## src/rtl/rmst_pkg.sv

```systemverilog
// Shared types, constants and request codes for the range minimum segment tree.
`timescale 1ns / 1ps
package rmst_pkg;

    localparam int RMST_LEAVES = 128;
    localparam int VAL_W       = 32;

    localparam logic signed [VAL_W-1:0] VAL_MAX    = 32'sh7FFF_FFFF;
    localparam logic signed [VAL_W-1:0] RESET_FILL = 32'sh7FFF_FFFF;

    localparam logic [1:0] REQ_UPDATE = 2'd0;
    localparam logic [1:0] REQ_QUERY  = 2'd1;
    localparam logic [1:0] REQ_CLEAR  = 2'd2;

    typedef struct packed {
        logic capture;
        logic clr_step;
        logic clr_boot;
        logic upd_write;
        logic upd_fold;
        logic q_step;
        logic root_read;
        logic load_out;
    } t_cmd;

    typedef struct packed {
        logic       clr_last;
        logic       k_root;
        logic       q_lt;
        logic       q_err;
        logic       q_full;
        logic       q_empty;
        logic       out_free;
        logic [1:0] req_type;
    } t_stat;

endpackage

```

## src/rtl/rmst_ctrl.sv

```systemverilog
// Controller state machine sequencing clear sweeps, leaf updates and range queries.
`timescale 1ns / 1ps
module rmst_ctrl (
    input  logic           i_clk,
    input  logic           i_rst_n,
    input  logic           i_req_valid,
    output logic           o_req_ready,
    input  rmst_pkg::t_stat i_stat,
    output rmst_pkg::t_cmd  o_cmd
);
    import rmst_pkg::*;

    localparam logic [2:0] S_CLR  = 3'd0;
    localparam logic [2:0] S_IDLE = 3'd1;
    localparam logic [2:0] S_DEC  = 3'd2;
    localparam logic [2:0] S_UW   = 3'd3;
    localparam logic [2:0] S_UF   = 3'd4;
    localparam logic [2:0] S_QS   = 3'd5;
    localparam logic [2:0] S_QD   = 3'd6;
    localparam logic [2:0] S_FIN  = 3'd7;

    logic [2:0] r_state, n_state;
    logic       r_boot, n_boot;
    t_cmd       cmd;

    always_comb begin
        n_state = r_state;
        n_boot  = r_boot;
        cmd     = '0;
        cmd.clr_boot = r_boot;
        case (r_state)
            S_CLR: begin
                cmd.clr_step = 1'b1;
                if (i_stat.clr_last) begin
                    n_state = r_boot ? S_IDLE : S_FIN;
                    n_boot  = 1'b0;
                end
            end
            S_IDLE: begin
                if (i_req_valid) begin
                    cmd.capture = 1'b1;
                    n_state     = S_DEC;
                end
            end
            S_DEC: begin
                case (i_stat.req_type)
                    REQ_UPDATE: n_state = S_UW;
                    REQ_QUERY: begin
                        if (i_stat.q_err || i_stat.q_empty) begin
                            n_state = S_FIN;
                        end else if (i_stat.q_full) begin
                            cmd.root_read = 1'b1;
                            n_state       = S_QD;
                        end else begin
                            n_state = S_QS;
                        end
                    end
                    REQ_CLEAR: n_state = S_CLR;
                    default:   n_state = S_FIN;
                endcase
            end
            S_UW: begin
                cmd.upd_write = 1'b1;
                n_state = i_stat.k_root ? S_FIN : S_UF;
            end
            S_UF: begin
                cmd.upd_fold = 1'b1;
                n_state      = S_UW;
            end
            S_QS: begin
                if (i_stat.q_lt) begin
                    cmd.q_step = 1'b1;
                end else begin
                    n_state = S_QD;
                end
            end
            S_QD: n_state = S_FIN;
            S_FIN: begin
                if (i_stat.out_free) begin
                    cmd.load_out = 1'b1;
                    n_state      = S_IDLE;
                end
            end
            default: n_state = S_IDLE;
        endcase
    end

    always_ff @(posedge i_clk) begin
        if (!i_rst_n) begin
            r_state <= S_CLR;
            r_boot  <= 1'b1;
        end else begin
            r_state <= n_state;
            r_boot  <= n_boot;
        end
    end

    assign o_cmd       = cmd;
    assign o_req_ready = (r_state == S_IDLE);
endmodule

```

## config.mk

```make
export PLATFORM = sky130hd
export DESIGN_NAME = rmst_ctrl
export DESIGN_NICKNAME = d
export VERILOG_FILES = /design/src/rtl/rmst_pkg.sv /design/src/rtl/rmst_ctrl.sv
export SDC_FILE = /design/constraint.sdc
export NUM_CORES = 1
export LEC_CHECK = 0
export ABC_AREA = 1
export ABC_CLOCK_PERIOD_IN_PS = 1450
export BUFFER_PORTS_ARGS = -buffer_cell sky130_fd_sc_hd__buf_2
export CORE_AREA = 3 3 40 42
export DETAILED_ROUTE_END_ITERATION = 10
export DIE_AREA = 0 0 43 45
export SYNTH_ARGS = -nofsm -noshare
export SYNTH_HDL_FRONTEND = slang
export SYNTH_SLANG_ARGS = --single-unit
```

## constraint.sdc

```tcl
create_clock -name i_clk -period 1.45 [get_ports i_clk]
set_input_delay 0.3625 -clock i_clk [delete_from_list [all_inputs] [get_ports i_clk]]
set_output_delay 0.3625 -clock i_clk [all_outputs]
set_load 0.01 [all_outputs]
```

# --- Word level (Yosys, flattened, before mapping) ---
# Index checks and enable logic that the tools add are counted.
word_totals:
  ff_bits: 4
  out_inout_bits: 9
  wordCells: 43
op_classes:
  n_eq_ne: 13
  n_mux: 23
  n_reduce_logical: 5
ops:
  columns: ["operator", "count"]
  rows:
  - ["case mux 3 bit (8 select lines)", 1]
  - ["2-to-1 mux 3 bit", 6]
  - ["2-to-1 mux 1 bit", 13]
  - ["equality test 3 bit (second input constant)", 4]
  - ["case mux 3 bit (3 select lines)", 1]
  - ["inequality test 2 bit (second input constant)", 4]
  - ["equality test 3 x 2 -> 1 bit (second input constant)", 2]
  - ["2-to-1 mux 2 bit", 2]
  - ["AND reduction 4 bit", 1]
  - ["equality test 3 x 1 -> 1 bit (second input constant)", 1]
  - ["logical NOT 3 bit", 1]
  - ["equality test 2 x 1 -> 1 bit (second input constant)", 1]
  - ["equality test 2 bit (second input constant)", 1]
  - ["logical NOT 2 bit", 1]
  - ["AND reduction 2 bit", 1]
  - ["logical OR 1 bit", 1]

# --- Longest topological paths before layout ---
# Gate-level depths: netlist of the first run.
logic_depth:
  depth_word: 4
  ltp_mapped: 8

# --- Least setup slack after synthesis of the first run ---
# No wires, ideal clock.
synth_timing:
  path_kind: "reg2out"
  start: "reg r_state[2]"
  end: "out o_cmd[0] (netlist bit)"
  arrival_time_ns: 0.948
  path_slack_ns: 0.139
  path_stages_with_launch: 3
  path_buffers: 0
  path_cell_list: "dfxtp_1 -> inv_2 -> nor4_1"
synth_lines:
  columns: ["element", "line_no", "text"]
  rows:
  - ["start: declaration", "rmst_ctrl.sv:22", "logic [2:0] r_state, n_state;"]
  - ["start signal: assignment", "rmst_ctrl.sv:93", "r_state <= n_state;"]
  - ["end: declaration", "rmst_ctrl.sv:9", "output rmst_pkg::t_cmd o_cmd"]

==> impl_metrics.py, run 1 <==
metrics = {
    "worst_setup_path": {
        "crit_arrival_ns": 1.06,
        "rr_worst_depth": 7,
        "crit_path_end_kind": "primary output",
        "cp_max_fo": 5,
        "crit_path_start_kind": "flip-flop",
        "criticalPathCategory": "reg -> out",
        "crit_required_ns": 1.09,
    },
    "timing": {
        "finalSetupViolations": 0,
        "final-hold-violation-count": 0,
        "fmax_mhz": 704.9,
        "drv_slew": 0,
        "max_slew_margin_pct": 88.41,
        "timing.hold.ws_ns": 0.3348,
        "final.setup_skew_ns": 0.002746,
        "final.setup.worst_slack_ns": 0.03144,
        "min_period_ns": 1.419,
        "rsz0062_at_grt": "true",
        "worstMarginPinSlew_ns": 0.1725,
        "min_period_over_period_pct": 97.83,
    },
    "clock_tree": {
        "clock_latency_ns": 0.24,
        "clock_path_buffers": 2,
        "cts-root-buf": "clkbuf_4",
        "cts_tree": "yes",
        "cts_buffers": 3,
        "cts_max_level": 1,
        "clkSinkCount": 4,
        "cts_hold_buf": 0,
        "path_clk_slew_ns": 0.04,
    },
    "detailed_routing": {
        "first_iter_violations": 4,
        "vias_per_cell": 4.491,
        "dr.pass1.iters": 4,
        "drc": 0,
        "via_count": 476,
        "wl_mm": 1.018,
        "wl_per_cell_um": 9.604,
        "detail-route-antenna-nets": 0,
    },
    "global_route": {
        "grt_pass1_wl_mm": 1.738,
        "grt_pass1_vias": 437,
        "grt_usage_pct": 11.65,
        "grt_start_max_net_pins": 7,
        "antenna_found_initial": 0,
        "gr-total-overflow": 0,
    },
    "synth": {
        "ys_warn_count": 0,
        "synth_area_um2": 400.4,
        "yosysMostFrequentCell": "inv_1",
        "synth_edf_count": 0,
        "ys_types": 23,
        "synth_top_area_cell": "dfxtp_1",
        "syn_nets": 74,
        "yosysSeqAreaShare_pct": 20.00,
        "synth_area_leaders": "dfxtp_1 (20%), inv_1 (9.4%), nand2_1 (8.4%)",
        "synth.top_cell.area_share_pct": 20.00,
        "postSynthAreaPerCell_um2": 6.458,
        "synthCells": 62,
        "synth.cells.most_frequent": "inv_1 (10), nand2_1 (9), nor2_1 (8)",
        "async_flop_share_pct": 0,
        "ys_ff_latch": 4,
        "synthFlopType": "dfxtp_1",
    },
    "die": {
        "die_x_um": 43,
        "die_h_um": 45,
        "row_count": 13,
        "initial_core_util_pct": 31.16,
        "boundaryPins": 21,
        "core_area_mm2": 0.001285,
        "dieArea_mm2": 0.001935,
    },
    "cells_and_area": {
        "area_growth_pct": 51.25,
        "fin_nets": 105,
        "antenna_cells": 0,
        "drive_gt1_share_pct": 54.95,
        "stdcell_area_um2": 605.6,
        "utilization_pct": 47.13,
    },
    "place": {
        "dp_slack_ns": 0.1058,
        "gp_congestion": 0.7556,
        "port_buffers": 20,
        "place_hpwl_um": 842.7,
        "dpl-instance-area_um2": 530.5,
    },
    "power": {
        "switching_share_pct": 45.18,
        "power_density_mw_per_mm2": 1753,
        "clockPowerShare_pct": 13.1,
        "p_leak_uw": 0.0003322,
        "p_switching_uw": 479.7,
        "internal-power_uw": 581.9,
        "vdd_drop_max_uv": 485.2,
        "p_comb_share_pct": 68.6,
        "p_seq_share_pct": 18.4,
    },
    "run": {
        "max_cap_violations": 0,
    },
    "min_path": {
        "hold_class": "in -> reg",
        "worstHoldPathCells": 2,
    },
    "status": {
        "run_status": "finished, final reports clean",
    },
}
==> worst max-delay path, cell delays in order (launching register included) <==
cell and delay [ns]:
dfxtp_2 0.32, buf_6 0.13, nor2_4 0.09, inv_2 0.05, nor3_2 0.08, buf_2 0.14
==> area by class of cell <==
| type | count | area, um2 |
|---|---|---|
| multi-input cells | 44 | 267.8 |
| well taps | 15 | 18.77 |
| clock buffers | 3 | 22.52 |
| flip-flops and latches | 4 | 85.08 |
| repair buffers | 28 | 163.9 |
| fillers | 143 | 679.4 |
| inverters | 12 | 47.55 |
==> sequential cells by signal (all words and copies together) (netlist names) <==
signal / flops
r_boot: 1
r_state: 3
==> through the flow <==
step | instances | setup TNS, ns | power, uW
floorplan | 62 | 0 | 632.3
global placement | 99 | 0 | 789.2
detailed placement | 99 | 0 | 794.6
CTS | 104 | 0 | 1021
global route | 106 | -0.1515 | 1155
finish | 106 | 0 | 1062
==> cell usage in the layout (no fill, tap or decap), drive strengths merged, types with 2 or more instances in the layout <==
master	netlist	layout
dfxtp	4	4
nor2	12	12
inv	12	12
nand4	2	2
buf	2	28
a21oi	2	2
nand3	7	7
clkbuf	0	3
nand2	13	13
==> cells by family after synthesis <==
| group | after synthesis | synth area share (%) |
|---|---|---|
| compound gates | 6 | 10.00 |
| buf+inv | 14 | 15.94 |
| flops | 4 | 20.00 |
| simple gates | 38 | 54.06 |
==> metal layers <==
layer | vias up | global-route usage, % | routed length, um
li1 | 257 | - | -
met1 | 204 | 14.42 | 438
met2 | 15 | 19.46 | 513
met3 | 0 | 2.390 | 66
met4 | 0 | 5.422 | 0
met5 | - | 0 | 0
==> repair_timing <==
action | 4_1_cts | 5_1_grt
pin swaps | 1 | 3
endpoints found under the setup margin | 5 | 5
gates resized for setup | 7 | 1
setup buffers | 2 | 2
==> power groups by stage <==
stage | clock network (uW) | registers, uW | logic, uW
2_1_floorplan | 0 | 192 | 440
3_3_place_gp | 0 | 190 | 599
3_5_place_dp | 0 | 192 | 602
4_1_cts | 144 | 193 | 683
5_1_grt | 149 | 198 | 809
6_report | 139 | 195 | 728
==> final timing paths <==
kind / from / slack (ns) / end
max: r_state[1] / 0.03 / o_cmd[7]
min: i_rst_n / 0.33 / r_boot
max reg2reg: r_state[0] / 0.24 / r_state[1]
min reg2reg: r_boot / 0.48 / r_boot
(Power assumes the default switching activity.)
==> run 2, diff against run 1 <==
--- a/config.mk
+++ b/config.mk
@@ -9,8 +9,11 @@
 export ABC_CLOCK_PERIOD_IN_PS = 1450
 export BUFFER_PORTS_ARGS = -buffer_cell sky130_fd_sc_hd__buf_2
 export CORE_AREA = 3 3 40 42
+export CTS_CLUSTER_DIAMETER = 60
 export DETAILED_ROUTE_END_ITERATION = 10
 export DIE_AREA = 0 0 43 45
+export MAX_ROUTING_LAYER = met4
+export SLEW_MARGIN = 10
 export SYNTH_ARGS = -nofsm -noshare
 export SYNTH_HDL_FRONTEND = slang
 export SYNTH_SLANG_ARGS = --single-unit
==> impl_metrics.py, run 2 (synthesis results as in run 1) <==
metrics = {
    "cells_and_area": {
        "reg_top3": "r_state: 3 flops, r_boot: 1 flops",
        "regMostFlops": "r_state",
        "utilization_pct": 47.71,
        "regArea_um2": 85.08,
        "largest_reg_flops": 3,
        "finalNonFillerCells": 107,
        "multiInputGateArea_um2": 267.8,
        "area_growth_pct": 53.12,
        "drive_gt1_share_pct": 55.43,
        "antenna_cells": 0,
        "n_fill_cell": 141,
        "final_common_cell": "buf_2",
        "final_cell_mix": "buf_2 (20), nand2_1 (9), inv_1 (9)",
        "fin_nets": 106,
    },
    "clock_tree": {
        "clock_path_buffers": 2,
        "cts_tree": "yes",
        "cts_hold_buf": 0,
        "path_clk_slew_ns": 0.04,
        "clkSinkCount": 4,
        "cts_buffers": 3,
        "clock_latency_ns": 0.23,
        "cts_max_level": 1,
        "cts-root-buf": "clkbuf_4",
    },
    "power": {
        "power_density_mw_per_mm2": 1737,
        "p_leak_uw": 0.0003364,
        "vdd_drop_max_uv": 483.1,
    },
    "worst_setup_path": {
        "path_buf_inv": 3,
        "cp_max_fo": 5,
        "crit_arrival_ns": 1.05,
        "r2r_setup_slack_ns": 0.24,
        "cp_top_family": "flip-flops",
        "path_cells": "buf_6 > nor2_4 > inv_2 > nor3_2 > buf_2",
        "criticalPathCategory": "reg -> out",
        "crit_path_start_kind": "flip-flop",
        "crit_required_ns": 1.09,
        "crit_path_end_kind": "primary output",
        "cpPeakStageDelay_ns": 0.32,
        "cp_slowest_cell": "dfxtp_2",
    },
    "min_path": {
        "hold_class": "in -> reg",
    },
    "place": {
        "place_hpwl_um": 842.7,
        "dp.cells": 99,
        "port_buffers": 20,
        "gp_congestion": 0.7655,
    },
    "timing": {
        "max_slew_margin_pct": 88.36,
        "final.setup_skew_ns": 0.002507,
        "finalSetupViolations": 0,
        "min_period_over_period_pct": 97.71,
        "fmax_mhz": 705.8,
        "min_period_ns": 1.417,
        "drv_slew": 0,
        "rsz0062_at_grt": "true",
        "worstMarginPinSlew_ns": 0.1731,
        "final-hold-violation-count": 0,
    },
    "die": {
        "core_area_mm2": 0.001285,
        "row_count": 13,
        "die_h_um": 45,
        "dieArea_mm2": 0.001935,
        "die_x_um": 43,
        "boundaryPins": 21,
        "initial_core_util_pct": 31.16,
    },
    "global_route": {
        "grt_usage_pct": 12.25,
        "grt_start_max_net_pins": 7,
        "gr-total-overflow": 0,
        "grt_pass1_vias": 432,
        "antenna_found_initial": 0,
        "grt_pass1_wl_mm": 1.752,
    },
    "detailed_routing": {
        "vias_per_cell": 4.523,
        "dr.pass1.iters": 4,
        "detail-route-antenna-nets": 0,
        "via_count": 484,
        "drc": 0,
        "wl_mm": 1.028,
        "first_iter_violations": 4,
        "wl_per_cell_um": 9.607,
    },
    "status": {
        "run_status": "finished, final reports clean",
    },
    "run": {
        "max_cap_violations": 0,
    },
}
-- run 2: changes by cell type in the layout (fill, tap and decap cells not counted), sizes merged --
cell / previous run / this run
buf: 28 / 29
-- run 2: worst paths after layout --
kind                end  startpoint  cells past startpoint
max reg2reg  r_state[1]  r_state[0]                      8
min              r_boot     i_rst_n                      2
max            o_cmd[7]  r_state[1]                      5
min reg2reg      r_boot      r_boot                      2
-- run 2: area by class of cell --
cell class	instances	share of cell area (%)
Clock buffer	3	3.673
Tap cell	15	3.061
Inverter	12	7.755
Timing Repair Buffer	29	27.96
Sequential cell	4	13.88
Multi-Input combinational cell	44	43.67
-- run 2: power by group --
group	internal [uW]	total, uW	switching, uW
Combinational	329	732	403
Sequential	163	195	31.9
Clock	92.6	138	45.4
-- run 2: per-layer routing --
| layer | share of wire (%) | track usage, % |
|---|---|---|
| met1 | 43 | 14.42 |
| met2 | 50 | 19.46 |
| met3 | 6.4 | 3.586 |
| met4 | 0 | 5.422 |
| met5 | 0 | - |
-- run 2: per-stage QoR --
step	instance area, um2	setup TNS [ns]	setup slack [ns]	total power, uW	hold WS (ns)
floorplan	400.4	0	0.1392	632.3	0.4314
global placement	530.5	0	0.1399	789.2	0.4597
detailed placement	530.5	0	0.1058	794.6	0.4677
CTS	584.3	0	0.006057	1021	0.3314
global route	613.1	-0.1686	-0.06484	1162	0.3330
finish	613.1	0	0.03324	1065	0.3358
-- run 2: what timing repair did --
item / 4_1_cts / 5_1_grt
setup buffers: 2 / 3
setup endpoints to repair: 5 / 6
gates resized for setup: 7 / 1
pin swaps: 1 / 4
-- run 2: worst reg2reg max path, cell delays in order, from the launching register on --
cell,delay [ns]
dfxtp_4,0.34
buf_4,0.14
nand4_1,0.11
buf_4,0.12
nand2_2,0.05
nor2_4,0.15
nand3_2,0.07
nand2_1,0.07
a21oi_2,0.05
